==> src/hdl/mwo_pkg.sv <==
// Shared types and constants for the mecanum wheel odometry unit.
package mwo_pkg;

  // Request codes carried in req_type
  localparam logic [1:0] REQ_UPDATE     = 2'd0;
  localparam logic [1:0] REQ_INIT       = 2'd1;
  localparam logic [1:0] REQ_RESET_POSE = 2'd2;

  // Configuration register indexes
  localparam logic [1:0] CFG_RADIUS       = 2'd0;
  localparam logic [1:0] CFG_WHEEL_BASE_K = 2'd1;
  localparam logic [1:0] CFG_WINDOW_SIZE  = 2'd2;

  // Iteration counts of the shared divider
  localparam logic [5:0] TURN_STEPS = 6'd51;
  localparam logic [5:0] RATE_STEPS = 6'd33;
  localparam logic [5:0] MEAN_STEPS = 6'd40;

  // Microseconds per second
  localparam logic [19:0] ONE_MILLION = 20'd1000000;

  typedef struct packed {
    logic [1:0]         req_type;
    logic signed [31:0] front_left_angle;
    logic signed [31:0] front_right_angle;
    logic signed [31:0] back_left_angle;
    logic signed [31:0] back_right_angle;
    logic [39:0]        time_us;
  } mwo_in_t;

  typedef struct packed {
    logic               accepted;
    logic signed [47:0] pose_x;
    logic signed [47:0] pose_y;
    logic signed [47:0] pose_heading;
    logic signed [31:0] vel_x;
    logic signed [31:0] vel_y;
    logic signed [31:0] vel_turn;
  } mwo_out_t;

  typedef enum logic [4:0] {
    CMD_IDLE,
    CMD_LOAD,
    CMD_CHECK,
    CMD_WMUL,
    CMD_WPOS,
    CMD_TSTART,
    CMD_DIV_STEP,
    CMD_TEND,
    CMD_RMUL_LO,
    CMD_RMUL_HI,
    CMD_RSUM,
    CMD_RSTART,
    CMD_REND,
    CMD_WUPD,
    CMD_ADV,
    CMD_MSTART,
    CMD_MEND,
    CMD_OUT
  } cmd_op_t;

  typedef struct packed {
    cmd_op_t    op;
    logic [1:0] lane;
  } mwo_cmd_t;

  typedef struct packed {
    logic upd_ok;
    logic div_last;
    logic out_busy;
  } mwo_stat_t;

  typedef enum logic [4:0] {
    ST_IDLE,
    ST_CHECK,
    ST_WMUL,
    ST_WPOS,
    ST_TSTART,
    ST_TDIV,
    ST_TEND,
    ST_RMLO,
    ST_RMHI,
    ST_RSUM,
    ST_RSTART,
    ST_RDIV,
    ST_REND,
    ST_WUPD,
    ST_ADV,
    ST_MSTART,
    ST_MDIV,
    ST_MEND,
    ST_OUT
  } mwo_state_t;

endpackage

==> src/hdl/mwo_ctrl.sv <==
// Sequencer that steps the odometry datapath through one request.
module mwo_ctrl import mwo_pkg::*; (
  input  logic      clk,
  input  logic      rst,
  input  logic      in_valid,
  output logic      in_ready,
  input  mwo_stat_t stat,
  output mwo_cmd_t  cmd
);

  mwo_state_t state, state_next;
  logic [1:0] lane, lane_next;

  // Hold state and lane counter
  always_ff @(posedge clk) begin
    if (rst) begin
      state <= ST_IDLE;
      lane  <= 2'd0;
    end else begin
      state <= state_next;
      lane  <= lane_next;
    end
  end

  // Choose next step and the datapath command
  always_comb begin
    state_next = state;
    lane_next  = lane;
    in_ready   = 1'b0;
    cmd.op     = CMD_IDLE;
    cmd.lane   = lane;
    unique case (state)
      ST_IDLE: begin
        in_ready = 1'b1;
        if (in_valid) begin
          cmd.op     = CMD_LOAD;
          state_next = ST_CHECK;
        end
      end
      ST_CHECK: begin
        cmd.op    = CMD_CHECK;
        lane_next = 2'd0;
        state_next = stat.upd_ok ? ST_WMUL : ST_OUT;
      end
      ST_WMUL: begin
        cmd.op     = CMD_WMUL;
        state_next = ST_WPOS;
      end
      ST_WPOS: begin
        cmd.op = CMD_WPOS;
        if (lane == 2'd3) begin
          lane_next  = 2'd0;
          state_next = ST_TSTART;
        end else begin
          lane_next  = lane + 2'd1;
          state_next = ST_WMUL;
        end
      end
      ST_TSTART: begin
        cmd.op     = CMD_TSTART;
        state_next = ST_TDIV;
      end
      ST_TDIV: begin
        cmd.op = CMD_DIV_STEP;
        if (stat.div_last) state_next = ST_TEND;
      end
      ST_TEND: begin
        cmd.op     = CMD_TEND;
        lane_next  = 2'd0;
        state_next = ST_RMLO;
      end
      ST_RMLO: begin
        cmd.op     = CMD_RMUL_LO;
        state_next = ST_RMHI;
      end
      ST_RMHI: begin
        cmd.op     = CMD_RMUL_HI;
        state_next = ST_RSUM;
      end
      ST_RSUM: begin
        cmd.op     = CMD_RSUM;
        state_next = ST_RSTART;
      end
      ST_RSTART: begin
        cmd.op     = CMD_RSTART;
        state_next = ST_RDIV;
      end
      ST_RDIV: begin
        cmd.op = CMD_DIV_STEP;
        if (stat.div_last) state_next = ST_REND;
      end
      ST_REND: begin
        cmd.op     = CMD_REND;
        state_next = ST_WUPD;
      end
      ST_WUPD: begin
        cmd.op = CMD_WUPD;
        if (lane == 2'd2) begin
          lane_next  = 2'd0;
          state_next = ST_ADV;
        end else begin
          lane_next  = lane + 2'd1;
          state_next = ST_RMLO;
        end
      end
      ST_ADV: begin
        cmd.op     = CMD_ADV;
        state_next = ST_MSTART;
      end
      ST_MSTART: begin
        cmd.op     = CMD_MSTART;
        state_next = ST_MDIV;
      end
      ST_MDIV: begin
        cmd.op = CMD_DIV_STEP;
        if (stat.div_last) state_next = ST_MEND;
      end
      ST_MEND: begin
        cmd.op = CMD_MEND;
        if (lane == 2'd2) begin
          lane_next  = 2'd0;
          state_next = ST_OUT;
        end else begin
          lane_next  = lane + 2'd1;
          state_next = ST_MSTART;
        end
      end
      ST_OUT: begin
        if (!stat.out_busy) begin
          cmd.op     = CMD_OUT;
          state_next = ST_IDLE;
        end
      end
      default: state_next = ST_IDLE;
    endcase
  end

endmodule

==> config.mk <==
export PLATFORM = sky130hd
export DESIGN_NAME = mwo_ctrl
export DESIGN_NICKNAME = d
export VERILOG_FILES = /design/src/hdl/mwo_pkg.sv /design/src/hdl/mwo_ctrl.sv
export SDC_FILE = /design/constraint.sdc
export NUM_CORES = 1
export LEC_CHECK = 0
export ABC_CLOCK_PERIOD_IN_PS = 3080
export BUFFER_PORTS_ARGS = -buffer_cell sky130_fd_sc_hd__clkbuf_2
export CORE_ASPECT_RATIO = 1.25
export CORE_MARGIN = 2
export CORE_UTILIZATION = 55
export CTS_CLUSTER_SIZE = 14
export DETAILED_ROUTE_END_ITERATION = 8
export PLACE_DENSITY = 0.77
export SYNTH_ARGS = -nofsm -noshare
export SYNTH_HDL_FRONTEND = slang
export SYNTH_SLANG_ARGS = --single-unit
export TNS_END_PERCENT = 10
==> constraint.sdc <==
create_clock -name clk -period 3.08 [get_ports clk]
set_clock_uncertainty 0.1 [all_clocks]
set_input_delay 0.308 -clock clk [delete_from_list [all_inputs] [get_ports clk]]
set_output_delay 0.308 -clock clk [all_outputs]
set_load 0.05 [all_outputs]
* Word-level counts from Yosys, hierarchy flattened *
Cells that the tools add are included.

word-level totals
  register bits after elaboration = 7
  bits of input ports = 6
  output and inout bits = 8
  logic and storage cells = 51

operators by class
  add/subtract/negate cells = 1
  eq/ne operators = 25
  muxes and demuxes = 17
  reduce and logical (&&, ||, !) cells = 6

operator list
  kind                 count
  $pmux 5 s19          1
  $pmux 5 s17          1
  $eq 5x4->1 const B   8
  $mux 5               8
  $eq 5x3->1 const B   4
  $eq 5x5->1 const B   3
  $eq 5x2->1 const B   2
  $ne 2x2->1 const B   5
  $pmux 2 s3           1
  $eq 5x1->1 const B   1
  $logic_not 5->1      1
  $reduce_and 5->1     1
  $eq 2x2->1 const B   2
  $mux 2               2
  $mux 4               1
  $reduce_or 2->1      2
  $mux 3               1
  $reduce_bool 3->1    1
  $reduce_or 3->1      1
  $add 2x1->2 const B  1
  $mux 1               2

* Longest topological paths before layout *
  depth in word-level cells = 3
  gate-level depth with buffers = 6
  mapped depth without buffers = 6

* Worst setup path after synthesis *
OpenSTA, ideal clock, no wires.

  path kind = register to output
  start point = register state[4]
  end point = output cmd[4] (netlist bit)
  data arrival time = 1.704 ns
  setup slack = 0.968 ns
  cell stages (with the launch flop) = 7
  path buffers = 2
  path through = dfxtp_1 buf_6 buf_2 inv_1 nor2_1 a21oi_1 o22ai_1

RTL lines
  element                 line            RTL
  from (decl)             mwo_ctrl.sv:11  mwo_state_t state, state_next;
  from (signal assigned)  mwo_ctrl.sv:20  state <= state_next;
  to (decl)               mwo_ctrl.sv:8   output mwo_cmd_t cmd

==> results.cfg <==
[sta]
post-route-min-period_ns = 2.46
max_clk_rate_ghz = 0.407
timing.final.crit_share_pct = 79.7
final-hold-violation-count = 0
grt_setup_unrepaired = false
slew_limit_fails = 0
report.final.setup_viol = 0
slew_headroom_pct = 43.8
final.setup.worst_slack_ns = 0.625
timing.setup.tns_ns = 0
max_slew.worst_pin.slew_ns = 0.841
worst_hold_slack_ns = 0.253

[cells_and_area]
final_area_um2 = 955
n_antenna_cell = 0
finish.cell_count_without_fillers = 149
fin_nets = 142
share_of_layout_cells_above_drive_strength_1_pct = 21.4
area_growth_pct = 5.24
layout.core_utilization_pct = 61.1

[logic_synthesis]
postSynthNetCount = 133
synth_most_common_cell = a21oi_1
synthCells = 123
yosys-top-cells-area = dfxtp_1 (15%), a21oi_1 (5.5%), ha_1 (5.5%)
post_synth_instance_area_um2 = 907
synthFlopType = dfxtp_1
syn_area_per_cell_um2 = 7.37
ys_top_cells_by_count = a21oi_1 (10), nor2_1 (9), nand2_1 (8)
synth_enable_flop_cells = 0
yosys.area.top_type = dfxtp_1
synth-seq-area-share_pct = 15.4
portion_of_synthesized_cell_area_occupied_by_the_leading_cell_type_pct = 15.4
synth-async-reset-ratio_pct = 0
synth.yosys.warnings = 0
yosysUniqueCellTypes = 48
synth-seq-cells = 7

[worst_hold_path]
min-delay-start = rst
hp-class = primary input to register

[power_and_ir_drop]
power_report.internal_total_uw = 403
switching_share_pct = 58.5
share_clk_of_total_power_pct = 7.9
power.ir.vdd_worst_uv = 521
cellPowerDensity_nw_per_um2 = 1020
comb_power_share_pct = 69.3
power_uw = 973
netSwitchingPower_uw = 569
share_seq_of_total_power_pct = 22.8
power.leakage_nw = 0.377

[drt]
drt_first_pass_iters = 4
via_count = 932
drtAntennaViolNets = 0
met3RoutedLength_um = 88
highest-signal-layer = met4
initialDrtViolationCount = 35
routedWlPerCell_um = 14.0
drc = 0
met2RoutedLength_mm = 1.06
viasPerCell = 6.26
route.final.wire_length_mm = 2.09
routedLengthMet1_um = 936

[placement]
gp_congestion = 0.888
preCtsSetupSlack_ns = 0.940
detailed_place.area_um2 = 928
port_bufs = 13
placed_cells = 145
dpl.hpwl_mm = 1.52

[die]
core_um2 = 1560
die_x_um = 40.3
rows = 16
die_area_um2 = 1990
initial_core_util_pct = 58.1
design.portCount = 14
die_height_um = 49.4

[clocking]
clock_tree_buffer_depth = 2
insertion_delay_ns = 0.24
clock_sink_count = 7
cts_tree = done
cts_hold_buf = 0
cts.htree.levels = 1
post_cts.resized_instances = 0
cts_buffers = 3
post-cts-setup-buffer-count = 0
clk_transition_reported_paths_ns = 0.05
clock_tree.root_cell = clkbuf_4

[grt]
pin_count_of_the_biggest_net_entering_global_routing = 27
grt_antenna_before_repair = 0
grt_pass1_wl_mm = 3.47
grt_pass1_vias = 831
globalRouteOverflowTotal = 0
combined_global_route_utilization_of_all_metal_layers_pct = 23.7

[setup_path]
cp.arrival_ns = 2.05
critical_path.startpoint_type = register
crit_type = register to output port
cp-startpoint = state[3]
critPathCaptureType = output port
crit_fanout = 21
rr_startpoint = state[1]
required_ns = 2.67

[run_status]
run_status = finished clean

[run]
timing.max_cap.violations = 0
worst paths after layout:
kind	cells past startpoint	slack (ns)	end
setup / recovery	5	0.62	cmd[2]
hold / removal	2	0.25	lane[0]
setup reg to reg	4	0.93	lane[1]
hold reg to reg	3	0.63	lane[0]
sequential cells by signal, summed over array words and instances (netlist names):
register,count
state,5
lane,2
cells in the final DEF (no fill, tap or decap), types with 2 or more instances in the layout:
master,instances
nand2b_1,5
a2bb2oi_1,3
a21oi_1,10
o21ai_0,2
clkbuf_4,3
a31oi_1,3
o21ai_1,6
nand3_1,4
nor3_1,5
inv_1,5
nor2b_1,6
nor2_1,9
ha_1,4
nand2_1,8
clkbuf_2,13
and3_1,2
dfxtp_1,7
o22ai_1,4
nand4_1,2
critical path, stage by stage, from the launching register on:
cell	delay (ns)
dfxtp_1	0.83
nor2b_1	0.29
a31oi_1	0.08
o22ai_1	0.19
o21a_1	0.14
clkbuf_2	0.27
power by group through the flow:
| stage | logic (mW) | registers (mW) | clock network [mW] |
|---|---|---|---|
| final | 0.674 | 0.222 | 0.0773 |
| after CTS | 0.668 | 0.218 | 0.0821 |
| after global routing | 0.726 | 0.234 | 0.0893 |
| after floorplan | 0.605 | 0.173 | 0 |
| after detailed placement | 0.666 | 0.220 | 0 |
| after global placement | 0.662 | 0.217 | 0 |
cells by family (layout without fill, tap and decap cells):
logic type               after synthesis  count (layout)  synth area share [%]
XOR/XNOR                               1               1                 0.966
AO/OA/AOI/OAI                         41              41                  30.8
adder cells (fa/ha/maj)                4               4                  5.52
buffers and inverters                 15              23                  10.2
AND/OR/NAND/NOR                       55              55                  37.1
flip-flops                             7               7                  15.4
final cells by class:
cell class | count | area (um2)
Clock buffer | 4 | 26.3
Timing Repair Buffer | 14 | 72.6
Fill cell | 147 | 607
Multi-Input combinational cell | 101 | 674
Sequential cell | 7 | 140
Tap cell | 18 | 22.5
Inverter | 5 | 18.8
metal layers:
layer / up-vias / global-route usage (%)
met5: - / 0
met3: 2 / 2.74
met1: 428 / 31.7
li1: 471 / -
met2: 31 / 37.3
met4: 0 / 8.33
No activity file was read; power rests on OpenSTA's default activity.
